$ cat src/hdl/cau_pkg.sv
// ----------------------------------------------------------------------------
// Complex arithmetic unit package
// Word format defaults, command codes and the control word that rides along
// the divide/square-root cell chain.
// ----------------------------------------------------------------------------
package cau_pkg;

    localparam int CAU_WORD_WIDTH = 32;
    localparam int CAU_FRAC_BITS  = 16;
    localparam int CMD_W          = 3;

    localparam logic [CMD_W-1:0] CMD_ADD  = 3'd0;
    localparam logic [CMD_W-1:0] CMD_SUB  = 3'd1;
    localparam logic [CMD_W-1:0] CMD_MUL  = 3'd2;
    localparam logic [CMD_W-1:0] CMD_DIV  = 3'd3;
    localparam logic [CMD_W-1:0] CMD_DIST = 3'd4;

    // Control that travels with one request through the cell chain
    typedef struct packed {
        logic             valid;
        logic [CMD_W-1:0] cmd;
        logic             dbz;
        logic             neg_re;
        logic             neg_im;
    } t_cau_ctrl;

endpackage

$ cat src/hdl/cau_cell.sv
// ----------------------------------------------------------------------------
// Complex arithmetic unit chain cell
// One restoring-division step for both quotient parts and, where enabled,
// one digit step of the integer square root; hands all state to the next cell.
// ----------------------------------------------------------------------------
module cau_cell #(
    parameter int WORD_WIDTH = cau_pkg::CAU_WORD_WIDTH,
    parameter int FRAC_BITS  = cau_pkg::CAU_FRAC_BITS,
    parameter bit SQRT_ON    = 1'b1
) (
    input  logic                       i_clk,
    input  logic                       i_rst_n,
    input  logic                       i_en,
    input  cau_pkg::t_cau_ctrl         i_ctrl,
    input  logic [2*WORD_WIDTH:0]      i_den,
    input  logic [2*WORD_WIDTH+FRAC_BITS:0] i_dvd_re,
    input  logic [2*WORD_WIDTH+FRAC_BITS:0] i_dvd_im,
    input  logic [2*WORD_WIDTH:0]      i_rem_re,
    input  logic [2*WORD_WIDTH:0]      i_rem_im,
    input  logic [WORD_WIDTH:0]        i_q_re,
    input  logic [WORD_WIDTH:0]        i_q_im,
    input  logic                       i_big_re,
    input  logic                       i_big_im,
    input  logic [2*WORD_WIDTH+1:0]    i_rad,
    input  logic [WORD_WIDTH+2:0]      i_srem,
    input  logic [WORD_WIDTH:0]        i_root,
    input  logic [2*WORD_WIDTH:0]      i_side,
    output cau_pkg::t_cau_ctrl         o_ctrl,
    output logic [2*WORD_WIDTH:0]      o_den,
    output logic [2*WORD_WIDTH+FRAC_BITS:0] o_dvd_re,
    output logic [2*WORD_WIDTH+FRAC_BITS:0] o_dvd_im,
    output logic [2*WORD_WIDTH:0]      o_rem_re,
    output logic [2*WORD_WIDTH:0]      o_rem_im,
    output logic [WORD_WIDTH:0]        o_q_re,
    output logic [WORD_WIDTH:0]        o_q_im,
    output logic                       o_big_re,
    output logic                       o_big_im,
    output logic [2*WORD_WIDTH+1:0]    o_rad,
    output logic [WORD_WIDTH+2:0]      o_srem,
    output logic [WORD_WIDTH:0]        o_root,
    output logic [2*WORD_WIDTH:0]      o_side
);
    import cau_pkg::*;

    localparam int W  = WORD_WIDTH;
    localparam int DW = 2*W+1;
    localparam int DD = DW+FRAC_BITS;
    localparam int RT = W+1;
    localparam int SR = RT+2;

    // One restoring division step: returns {quotient bit, new remainder}
    function automatic logic [DW:0] f_div_step(input logic [DW-1:0] rem,
                                               input logic bitin,
                                               input logic [DW-1:0] den);
        logic [DW:0] t;
        logic        ge;
        logic [DW:0] d;
        t  = {rem, bitin};
        ge = (t >= {1'b0, den});
        d  = ge ? (t - {1'b0, den}) : t;
        return {ge, d[DW-1:0]};
    endfunction

    logic [DW:0]   w_re;
    logic [DW:0]   w_im;
    logic [SR+1:0] w_st;
    logic [SR+1:0] w_trial;
    logic          w_sge;
    logic [SR+1:0] w_sd;

    assign w_re    = f_div_step(i_rem_re, i_dvd_re[DD-1], i_den);
    assign w_im    = f_div_step(i_rem_im, i_dvd_im[DD-1], i_den);
    assign w_st    = {i_srem, i_rad[2*RT-1 -: 2]};
    assign w_trial = (SR+2)'({i_root, 2'b01});
    assign w_sge   = (w_st >= w_trial);
    assign w_sd    = w_sge ? (w_st - w_trial) : w_st;

    // Advance one step with the chain
    always_ff @(posedge i_clk) begin
        if (!i_rst_n) begin
            o_ctrl <= '0;
        end else if (i_en) begin
            o_ctrl <= i_ctrl;
        end
    end

    always_ff @(posedge i_clk) begin
        if (i_en) begin
            o_den    <= i_den;
            o_side   <= i_side;
            o_dvd_re <= {i_dvd_re[DD-2:0], 1'b0};
            o_dvd_im <= {i_dvd_im[DD-2:0], 1'b0};
            o_rem_re <= w_re[DW-1:0];
            o_rem_im <= w_im[DW-1:0];
            o_q_re   <= {i_q_re[W-1:0], w_re[DW]};
            o_q_im   <= {i_q_im[W-1:0], w_im[DW]};
            o_big_re <= i_big_re | i_q_re[W];
            o_big_im <= i_big_im | i_q_im[W];
            if (SQRT_ON) begin
                o_rad  <= {i_rad[2*RT-3:0], 2'b00};
                o_srem <= w_sd[SR-1:0];
                o_root <= {i_root[RT-2:0], w_sge};
            end else begin
                o_rad  <= i_rad;
                o_srem <= i_srem;
                o_root <= i_root;
            end
        end
    end

endmodule

$ cat config.mk
export PLATFORM = sky130hd
export DESIGN_NAME = cau_cell
export DESIGN_NICKNAME = d
export VERILOG_FILES = /design/src/hdl/cau_pkg.sv /design/src/hdl/cau_cell.sv
export SDC_FILE = /design/constraint.sdc
export NUM_CORES = 1
export LEC_CHECK = 0
export BUFFER_PORTS_ARGS = -buffer_cell sky130_fd_sc_hd__buf_2
export CAP_MARGIN = 40
export CORE_AREA = 2 2 492 494
export CTS_CLUSTER_DIAMETER = 30
export DETAILED_ROUTE_END_ITERATION = 7
export DIE_AREA = 0 0 494 496
export PLACE_DENSITY = 0.31
export SKIP_LAST_GASP = 1
export SYNTH_ARGS = -nofsm -noshare
export SYNTH_HDL_FRONTEND = slang
export SYNTH_SLANG_ARGS = --single-unit
$ cat constraint.sdc
create_clock -name i_clk -period 9 [get_ports i_clk]
set_input_delay 0.45 -clock i_clk [delete_from_list [all_inputs] [get_ports i_clk]]
set_output_delay 0.45 -clock i_clk [all_outputs]
set_load 0.005 [all_outputs]
==> impl_metrics.yaml, run 1 <==
global_route:
  grtUsageTotal_pct: 15.7
  grt_antenna_before_repair: 63
  grt_pass1_wl_mm: 264
  via_count_of_the_first_global_routing_pass: 30800
  grt_overflow: 0
  pin_count_of_the_biggest_net_entering_global_routing: 135
timing:
  final.setup.worst_slack_ps: 4110
  finalHoldViolations: 0
  timing.setup.tns_ps: 0
  drv_slew: 0
  max_clock_freq_mhz: 205
  clock-skew-final_ps: 0
  number_of_setup_violations_in_the_final_report: 0
  setup_repair_after_global_routing_missed_its_margin: "no"
  finalWorstPathRequiredPeriod_ps: 4890
  layout_worst_path_cycle_share_pct: 54.3
  slew_headroom_pct: 36.9
  transition_time_at_the_pin_with_the_least_slew_margin_ps: 947
synthesis:
  post_synth_instance_area_um2: 30600
  synth_async_sr_flop_share_pct: 0
  synth_edf_count: 620
  post-synth-top-area-fraction_pct: 60.8
  postSynth.topFlopCell: "sky130_fd_sc_hd__edfxtp_1"
  netlist_top_cells_area: "sky130_fd_sc_hd__edfxtp_1 (61%), sky130_fd_sc_hd__ha_1 (6.7%), sky130_fd_sc_hd__a21oi_1 (4.0%)"
  netlist.top_cell.by_area: "sky130_fd_sc_hd__edfxtp_1"
  synthTopCellsByCount: "sky130_fd_sc_hd__edfxtp_1 (620), sky130_fd_sc_hd__a21oi_1 (246), sky130_fd_sc_hd__nand2_1 (211), sky130_fd_sc_hd__o21ai_0 (187), sky130_fd_sc_hd__ha_1 (165)"
  synth.lib_cells_used.distinct: 84
  yosys.cell_count.top_type: "sky130_fd_sc_hd__edfxtp_1"
  netlist_instances: 2515
  post_synthesis_mean_instance_area_um2: 12.2
  synth-seq-area-share_pct: 61.2
  total_of_flip_flops_plus_latches_after_synthesis: 627
  ys.warnings.count: 0
floorplan:
  top_level_ports: 1265
  core_um2: 240000
  chipWidth_um: 494
  die_area_um2: 245000
  start_util_pct: 12.8
  fp-row-count: 180
  die_height_um: 496
pwr:
  total_power_of_the_final_layout_mw: 13.3
  power_per_cell_area_nw_per_um2: 245
  static-leakage-power_nw: 22.8
  ir_drop_mv: 0.171
routing:
  wl_per_cell_um: 25.6
  drtAntennaViolNets: 0
  remaining_drc_errors: 0
  vias: 30000
  dr.first_iter.drc_count: 2053
  totalWireLength_mm: 203
  first_pass_detailed_route_iteration_total: 5
  post_drt_via_cell_ratio: 3.77
final_layout:
  fill_cells: 26000
  area_growth_pct: 78.0
  finish.net_count: 5354
  proportion_of_layout_cells_with_a_drive_suffix_above_1_pct: 35.0
setup_path:
  critical_path.max_fanout: 101
  crit_path_slowest_cell: "sky130_fd_sc_hd__a31oi_4"
  critical_path_buf_inv_count: 5
  critical_path_required_ps: 9520
  worstPathCellList: "dlygate4sd3_1 -> buf_2 -> inv_1 -> ha_1 -> inv_1 -> fa_1 -> a21oi_1 -> o211ai_1 -> a21oi_1 -> o21ai_0 -> o21ai_0 -> and2b_1 -> o21ai_1 -> a31oi_4 -> buf_12 -> mux2_2"
  worstSetupStartpointType: "input port"
  family_of_cells_with_the_greatest_summed_delay_on_the_critical_path: "compound AO/OA/AOI/OAI gates"
  arrival_ps: 5410
  criticalPathCategory: "input port to flop"
  cp_slowest_stage_delay_ps: 590
  worst_setup_path_end_kind: "flop"
placed_design:
  finalWeightedCongestion: 0.863
  pre_cts_slack_ps: 3750
  hpwlAfterDp_mm: 167
  count_of_input_and_output_buffers: 1260
clocking:
  cts_max_level: 4
  worstSkewPairLatency_ps: 770
  clock-root-buffer: "sky130_fd_sc_hd__clkbuf_16"
  cts_repair_resize_count: 0
  cts.clk_slew.worst_paths_ps: 50
  cts_buffers: 218
  ctsLongestPathBuffers: 3
  clock_sinks: 627
  tritoncts: "built"
min_path:
  hp-class: "input port to flop"
outcome:
  status: "completed"
run:
  maxCapViolCount: 0
==> power breakdown <==
part	switching, mW	internal, mW
registers	0.128	3.59
logic	1.27	0.845
clock network	2.36	5.16
==> state kept, by name, summed over array words and instances, names as in the netlist <==
signal and flops:
o_side 65, o_q_re 33, o_ctrl 7, o_dvd_re 80, o_srem 35, o_big_im 1, o_q_im 33, o_rem_im 65
o_dvd_im 80, o_big_re 1, o_root 33, o_rad 64, o_rem_re 65, o_den 65
==> per-layer routing <==
| layer | vias to the layer above | global-route usage (%) | part of all wire, % |
|---|---|---|---|
| met5 | - | 0 | 0.068 |
| met4 | 28 | 6.16 | 3.9 |
| met3 | 330 | 4.35 | 6.6 |
| met2 | 1332 | 26.8 | 48 |
| met1 | 14700 | 18.7 | 41 |
| li1 | 13600 | - | - |
==> worst reg2reg max path: stages (launching register included) <==
cell	delay, ps
sky130_fd_sc_hd__dfxtp_1	310
sky130_fd_sc_hd__mux2i_1	130
sky130_fd_sc_hd__nor2b_1	60
sky130_fd_sc_hd__dlygate4sd3_1	560
==> cell families (layout without fill, tap and decap cells) <==
| family | after synthesis | count (layout) | share of synthesized area [%] |
|---|---|---|---|
| simple gates | 578 | 578 | 8.83 |
| buf+inv | 246 | 2471 | 3.28 |
| other cells | 1 | 31 | 0.0122 |
| compound gates | 710 | 710 | 14.2 |
| mux | 31 | 31 | 1.10 |
| xor+xnor | 155 | 155 | 4.43 |
| flops | 627 | 627 | 61.2 |
| fa+ha+maj | 167 | 167 | 6.87 |
==> timing repair <==
item | in CTS | in global routing
endpoints found under the hold margin | 610 | 0
setup buffers | 0 | 0
hold buffers | 619 | 0
==> layout by cell type, fill, tap and decap left out, drive strengths merged, types with 21 or more instances in the layout <==
cell | Yosys | final
nand4 | 54 | 54
nor3 | 31 | 31
o21bai | 36 | 36
nand3 | 30 | 30
diode | 0 | 27
nor2b | 24 | 24
dlygate4sd3 | 0 | 619
clkbuf | 55 | 250
buf | 39 | 1288
a31oi | 21 | 21
o21ai | 199 | 199
clkinv | 0 | 121
a21o | 80 | 80
xnor2 | 88 | 88
nand2 | 212 | 212
edfxtp | 620 | 620
nor2 | 141 | 141
ha | 165 | 165
mux2 | 22 | 22
xor2 | 67 | 67
a21oi | 246 | 246
bufinv | 0 | 27
inv | 152 | 153
o21a | 25 | 25
==> worst paths after layout <==
check                from           end  slack [ps]  cells past startpoint
max reg2reg     o_ctrl[5]     o_ctrl[5]        7830                      3
min                  i_en    o_q_im[20]          70                      1
max          i_dvd_re[80]  o_rem_re[14]        4110                     16
min reg2reg     o_ctrl[1]     o_ctrl[1]        1060                      3
==> layout make-up <==
cell class / instances / area, um^2 / share of cell area (%)
clock inverters: 160 / 1790 / 3.29
repair buffers: 1909 / 12900 / 23.6
inverters: 152 / 571 / 1.05
flip-flops and latches: 627 / 18800 / 34.4
clock buffers: 250 / 5580 / 10.2
diodes: 27 / 67.6 / 0.124
multi-input cells: 1645 / 10900 / 20.0
well taps: 3185 / 3990 / 7.31
==> through the flow <==
step,instance area (um^2),hold WS (ps),instances,utilization [%]
final,54500,68.9,7955,22.8
after global routing,54500,11.5,7945,22.7
after CTS,54500,0.784,7928,22.7
after detailed placement,40900,506,6899,17.1
after global placement,40700,499,6886,17.0
after floorplan,30600,508,2518,-
Power figures use the tool's default switching activity.
==> run 2: changes to the inputs <==
--- a/config.mk
+++ b/config.mk
@@ -7,10 +7,10 @@
 export LEC_CHECK = 0
 export BUFFER_PORTS_ARGS = -buffer_cell sky130_fd_sc_hd__buf_2
 export CAP_MARGIN = 40
-export CORE_AREA = 2 2 492 494
+export CORE_AREA = 2 2 494 496
 export CTS_CLUSTER_DIAMETER = 30
 export DETAILED_ROUTE_END_ITERATION = 7
-export DIE_AREA = 0 0 494 496
+export DIE_AREA = 0 0 496 498
 export PLACE_DENSITY = 0.31
 export SKIP_LAST_GASP = 1
 export SYNTH_ARGS = -nofsm -noshare
==> constraint.sdc (replaced) <==
create_clock -name i_clk -period 4.35 [get_ports i_clk]
set_input_delay 0.2175 -clock i_clk [delete_from_list [all_inputs] [get_ports i_clk]]
set_output_delay 0.2175 -clock i_clk [all_outputs]
set_load 0.005 [all_outputs]
==> run 2 against run 1 <==
Net effect:
- combinational power up 120%
- largest power group unchanged
- clock skew is the same
- non-clock buffer count increased by 169
- largest cell class unchanged
- design area up 3.3%
- sequential share of layout area fell by 1.1 points
- clock power rose by 110%
- highest routed layer unchanged
- critical path depth is 1 lower
- first-iteration DRC count shrank 8.8%
- hold slack better by 12 ps
- worst setup slack got worse by 3800 ps
==> impl_metrics.yaml, run 2 (same netlist as run 1, synthesis figures left out) <==
clocking:
  ctsLongestPathBuffers: 3
  cts_buffers: 221
  clock_sinks: 627
  worstSkewPairLatency_ps: 750
  tritoncts: "built"
  cts_post_setup_buffers_inserted: 0
  clock-root-buffer: "sky130_fd_sc_hd__clkbuf_16"
  cts_max_level: 4
  cts.clk_slew.worst_paths_ps: 40
pwr:
  ir_drop_mv: 0.344
  power_per_cell_area_nw_per_um2: 502
  static-leakage-power_nw: 23.6
min_path:
  hp-class: "input port to flop"
routing:
  drtAntennaViolNets: 0
  wl_per_cell_um: 25.0
  dr.first_iter.drc_count: 1873
  totalWireLength_mm: 204
  first_pass_detailed_route_iteration_total: 5
  remaining_drc_errors: 0
  vias: 30600
  post_drt_via_cell_ratio: 3.74
timing:
  clock-skew-final_ps: 0
  transition_time_at_the_pin_with_the_least_slew_margin_ps: 911
  setup_repair_after_global_routing_missed_its_margin: "no"
  drv_slew: 0
  finalHoldViolations: 0
  max_clock_freq_mhz: 246
  number_of_setup_violations_in_the_final_report: 0
  layout_worst_path_cycle_share_pct: 93.4
  finalWorstPathRequiredPeriod_ps: 4060
  slew_headroom_pct: 39.3
  final.hold.worst_slack_ps: 81.2
setup_path:
  worst_setup_path_end_kind: "flop"
  critical_path_required_ps: 4920
  critical_path.max_fanout: 7
  cp_slowest_stage_delay_ps: 540
  critical_path_buf_inv_count: 4
  crit_path_slowest_cell: "sky130_fd_sc_hd__a2111o_1"
  worstSetupStartpointType: "input port"
  family_of_cells_with_the_greatest_summed_delay_on_the_critical_path: "compound AO/OA/AOI/OAI gates"
  arrival_ps: 4630
  worstPathCellList: "dlygate4sd3_1 -> buf_2 -> inv_1 -> ha_1 -> and4_1 -> or3b_1 -> a2111o_1 -> a2111oi_2 -> nor3_1 -> buf_4 -> nand4_1 -> nand2_2 -> o31ai_2 -> xor2_1 -> mux2_1"
  criticalPathCategory: "input port to flop"
placed_design:
  dpl.cell_count: 6997
  detailed_place.area_um2: 41500
  finalWeightedCongestion: 0.861
  count_of_input_and_output_buffers: 1260
  hpwlAfterDp_mm: 167
global_route:
  grt_antenna_before_repair: 82
  pin_count_of_the_biggest_net_entering_global_routing: 99
  grt_overflow: 0
  grt_pass1_wl_mm: 268
  via_count_of_the_first_global_routing_pass: 32000
  grtUsageTotal_pct: 15.8
floorplan:
  chipWidth_um: 496
  core_um2: 242000
  die_area_um2: 247000
  top_level_ports: 1265
  fp-row-count: 181
  die_height_um: 498
  start_util_pct: 12.7
final_layout:
  most_common_cell_after_layout_fill_and_taps_aside: "sky130_fd_sc_hd__buf_2"
  largest_registers: "o_dvd_im x80, o_dvd_re x80"
  proportion_of_layout_cells_with_a_drive_suffix_above_1_pct: 35.6
  finalInstanceArea_um2: 56300
  area_growth_pct: 83.8
  fin_cells: 8172
  mostFrequentLayoutCells: "sky130_fd_sc_hd__buf_2 (1259), sky130_fd_sc_hd__dlygate4sd3_1 (707), sky130_fd_sc_hd__edfxtp_1 (620)"
  finish.net_count: 5526
run:
  maxCapViolCount: 0
outcome:
  status: "completed"
## run 2: changes by cell type in the layout (fill, tap and decap cells not counted), sizes merged, moves of 3 or more
| cell | before | now |
|---|---|---|
| clkinv | 121 | 111 |
| diode | 27 | 51 |
| clkinvlp | 11 | 15 |
| bufinv | 27 | 30 |
| buf | 1288 | 1371 |
| clkbuf | 250 | 261 |
| dlygate4sd3 | 619 | 707 |
## run 2: worst paths after layout
kind	startpoint	end	slack [ps]	cells past startpoint
worst max-delay path	i_den[44]	o_rem_im[63]	290	15
worst min-delay path	i_side[47]	o_side[47]	80	2
worst max register to register	o_ctrl[3]	o_ctrl[3]	3160	3
worst min register to register	o_ctrl[1]	o_ctrl[1]	1040	3
## run 2: report_power, final
group / total [mW] / switching, mW / internal [mW] / leakage [nW]
combinational: 4.55 / 2.65 / 1.89 / 13.8
sequential: 7.69 / 0.265 / 7.42 / 6.13
clock: 16.0 / 4.95 / 11.1 / 3.65
## run 2: timing repair
action / in CTS / in global routing
gates resized for setup: 0 / 1
endpoints found under the setup margin: 0 / 4
hold buffers: 707 / 0
hold endpoints to repair: 659 / 0
## run 2: worst reg2reg max path, stage by stage, from the launching register on
cell	delay (ps)
sky130_fd_sc_hd__dfxtp_1	310
sky130_fd_sc_hd__mux2i_1	150
sky130_fd_sc_hd__nor2b_1	70
sky130_fd_sc_hd__dlygate4sd3_1	540
## run 2: stage by stage
stage,worst slack [ps],utilization (%),total power [mW],TNS [ps]
detailed placement,-392,17.2,11.8,-20900
CTS,3.40,23.2,28.7,0
floorplan,1220,-,9.26,0
finish,285,23.3,28.2,0
global placement,-1540,17.2,11.9,-96580
global route,30.6,23.3,29.3,0
## run 2: final cells by class
cell class	count	area, um^2
clock buffers	261	5710
diodes	51	128
fillers	26100	186000
multi-input cells	1645	10900
clock inverters	156	1890
flip-flops and latches	627	18800
well taps	3202	4010
inverters	152	571
repair buffers	2078	14300
## run 2: metal layers
layer,wire [um],GRT usage [%],part of all wire [%],vias to the layer above
li1,-,-,-,14000
met1,84100,18.6,41,15100
met2,103000,28.2,50,1246
met3,12700,4.06,6.2,257
met4,4150,3.74,2.0,38
met5,237,0,0.12,-
==> run 3: changes to the inputs <==
--- a/config.mk
+++ b/config.mk
@@ -7,10 +7,10 @@
 export LEC_CHECK = 0
 export BUFFER_PORTS_ARGS = -buffer_cell sky130_fd_sc_hd__buf_2
 export CAP_MARGIN = 40
-export CORE_AREA = 2 2 494 496
+export CORE_AREA = 2 2 492 494
 export CTS_CLUSTER_DIAMETER = 30
 export DETAILED_ROUTE_END_ITERATION = 7
-export DIE_AREA = 0 0 496 498
+export DIE_AREA = 0 0 494 496
 export PLACE_DENSITY = 0.31
 export SKIP_LAST_GASP = 1
 export SYNTH_ARGS = -nofsm -noshare
==> constraint.sdc (replaced) <==
create_clock -name i_clk -period 4.74 [get_ports i_clk]
set_input_delay 0.237 -clock i_clk [delete_from_list [all_inputs] [get_ports i_clk]]
set_output_delay 0.237 -clock i_clk [all_outputs]
set_load 0.005 [all_outputs]
==> run 3 against run 2 <==
Net effect:
- wire length rose by 0.12%
- global-route usage rose by 0.12 points
- combinational power down 11%
- critical path type unchanged
- critical endpoint is now o_rem_re[1]
- largest cell class unchanged
- largest power group unchanged
==> impl_metrics.yaml, run 3 (same netlist as run 1, synthesis figures left out) <==
setup_path:
  worstPathCellList: "dlygate4sd3_1 -> buf_2 -> inv_1 -> ha_1 -> inv_1 -> fa_1 -> a21oi_1 -> o211ai_1 -> a21oi_1 -> o21ai_0 -> o21ai_0 -> and2b_1 -> o21ai_1 -> a31oi_4 -> buf_12 -> mux2_2"
  critical_path_required_ps: 5260
  worstSetupStartpointType: "input port"
  reg2reg_launch_point: "o_ctrl[6]"
  worst_setup_path_end_kind: "flop"
  critical_path.max_fanout: 67
  critical_path.startpoint: "i_dvd_re[80]"
  cp_slowest_stage_delay_ps: 530
  family_of_cells_with_the_greatest_summed_delay_on_the_critical_path: "compound AO/OA/AOI/OAI gates"
  crit_path_slowest_cell: "sky130_fd_sc_hd__dlygate4sd3_1"
  r2r_slack_ps: 3570
  critical_path_buf_inv_count: 5
  reg2regPathDepth: 3
  criticalPathCategory: "input port to flop"
  arrival_ps: 4650
  endpoint_of_the_worst_slack_reg_to_reg_timing_path: "o_ctrl[6]"
timing:
  number_of_setup_violations_in_the_final_report: 0
  transition_time_at_the_pin_with_the_least_slew_margin_ps: 784
  finalHoldViolations: 0
  setup_repair_after_global_routing_missed_its_margin: "no"
  layout_worst_path_cycle_share_pct: 87.2
  slew_headroom_pct: 47.2
  clock-skew-final_ps: 0
  max_clock_freq_mhz: 242
  drv_slew: 0
  timing.setup.tns_ps: 0
  finalWorstPathRequiredPeriod_ps: 4130
min_path:
  min_path_cells: 2
  hold_start: "i_rad[36]"
  hp-class: "input port to flop"
  hold_path_end: "o_rad[38]"
floorplan:
  die_height_um: 496
  top_level_ports: 1265
  fp-row-count: 180
  core_um2: 240000
  chipWidth_um: 494
  start_util_pct: 12.8
  die_area_um2: 245000
final_layout:
  area_growth_pct: 78.5
  most_common_cell_after_layout_fill_and_taps_aside: "sky130_fd_sc_hd__buf_2"
  finish.net_count: 5398
  largest_registers: "o_dvd_im x80, o_dvd_re x80"
  proportion_of_layout_cells_with_a_drive_suffix_above_1_pct: 35.5
  mostFrequentLayoutCells: "sky130_fd_sc_hd__buf_2 (1259), sky130_fd_sc_hd__dlygate4sd3_1 (639), sky130_fd_sc_hd__edfxtp_1 (620)"
  finalInstanceArea_um2: 54700
global_route:
  grtUsageTotal_pct: 15.9
  grt_overflow: 0
  grt_pass1_wl_mm: 267
  via_count_of_the_first_global_routing_pass: 31000
  pin_count_of_the_biggest_net_entering_global_routing: 106
  grt_antenna_before_repair: 68
placed_design:
  hpwlAfterDp_mm: 169
  detailed_place.area_um2: 41100
  count_of_input_and_output_buffers: 1260
  finalWeightedCongestion: 0.850
clocking:
  cts_buffers: 204
  cts_max_level: 4
  ctsLongestPathBuffers: 3
  tritoncts: "built"
  clock-root-buffer: "sky130_fd_sc_hd__clkbuf_16"
  clock_sinks: 627
  cts.clk_slew.worst_paths_ps: 50
  worstSkewPairLatency_ps: 780
  cts_repair_resize_count: 0
routing:
  dr.first_iter.drc_count: 1837
  vias: 30000
  remaining_drc_errors: 0
  post_drt_via_cell_ratio: 3.76
  drtAntennaViolNets: 0
  wl_per_cell_um: 25.6
  first_pass_detailed_route_iteration_total: 5
  totalWireLength_mm: 205
pwr:
  ir_drop_mv: 0.313
  static-leakage-power_nw: 22.8
  power_per_cell_area_nw_per_um2: 455
outcome:
  status: "completed"
run:
  maxCapViolCount: 0
[run 3: changes by cell type in the layout (fill, tap and decap cells not counted), moves of 3 or more]
| cell | change |
|---|---|
| sky130_fd_sc_hd__clkinvlp_4 | +6 |
| sky130_fd_sc_hd__buf_4 | -43 |
| sky130_fd_sc_hd__diode_2 | -17 |
| sky130_fd_sc_hd__clkbuf_16 | -16 |
| sky130_fd_sc_hd__dlygate4sd3_1 | -68 |
| sky130_fd_sc_hd__clkinv_1 | -3 |
| sky130_fd_sc_hd__clkinv_2 | +3 |
| sky130_fd_sc_hd__clkbuf_8 | -3 |
| sky130_fd_sc_hd__clkbuf_1 | -17 |
[run 3: stage by stage]
stage	util [%]	hold WS, ps	setup WS (ps)	total power [mW]	instances
2_1_floorplan	-	336	1590	8.50	2518
3_3_place_gp	17.2	414	68.1	10.8	6935
3_5_place_dp	17.2	415	105	10.8	6937
4_1_cts	22.8	0.742	485	25.3	7961
5_1_grt	22.8	26.6	376	25.9	7979
6_report	22.8	92.7	606	24.9	7995
[run 3: worst max path at each step]
stage               depth (start not counted)            to
CTS                                        15  o_rem_im[63]
finish                                     16   o_rem_re[1]
global route                               15  o_rem_im[63]
floorplan                                  14  o_rem_re[45]
detailed placement                         14  o_rem_im[63]
global placement                           14  o_rem_im[63]
[run 3: report_power, final]
group          switching [mW]  internal, mW
Sequential              0.246          6.81
Clock                    4.39          9.39
Combinational            2.40          1.65
[run 3: final cells by class]
type | instances | area, um^2
Antenna cell | 34 | 85.1
Inverter | 152 | 571
Tap cell | 3185 | 3990
Clock inverter | 160 | 1860
Sequential cell | 627 | 18800
Fill cell | 26100 | 185000
Multi-Input combinational cell | 1645 | 10900
Clock buffer | 225 | 5200
Timing Repair Buffer | 1967 | 13300
[run 3: routing by layer]
| layer | vias to the layer above | track usage, % | wire, um | share of wire [%] |
|---|---|---|---|---|
| met3 | 284 | 3.66 | 11700 | 5.7 |
| met1 | 14800 | 19.1 | 84600 | 41 |
| met5 | - | 0 | 178 | 0.087 |
| met4 | 32 | 4.27 | 4980 | 2.4 |
| li1 | 13700 | - | - | - |
| met2 | 1195 | 28.1 | 103000 | 50 |
[run 3: what timing repair did]
item | in CTS | in global routing
buffers inserted | 0 | 0
hold buffers | 639 | 0
hold endpoints to repair | 663 | 0
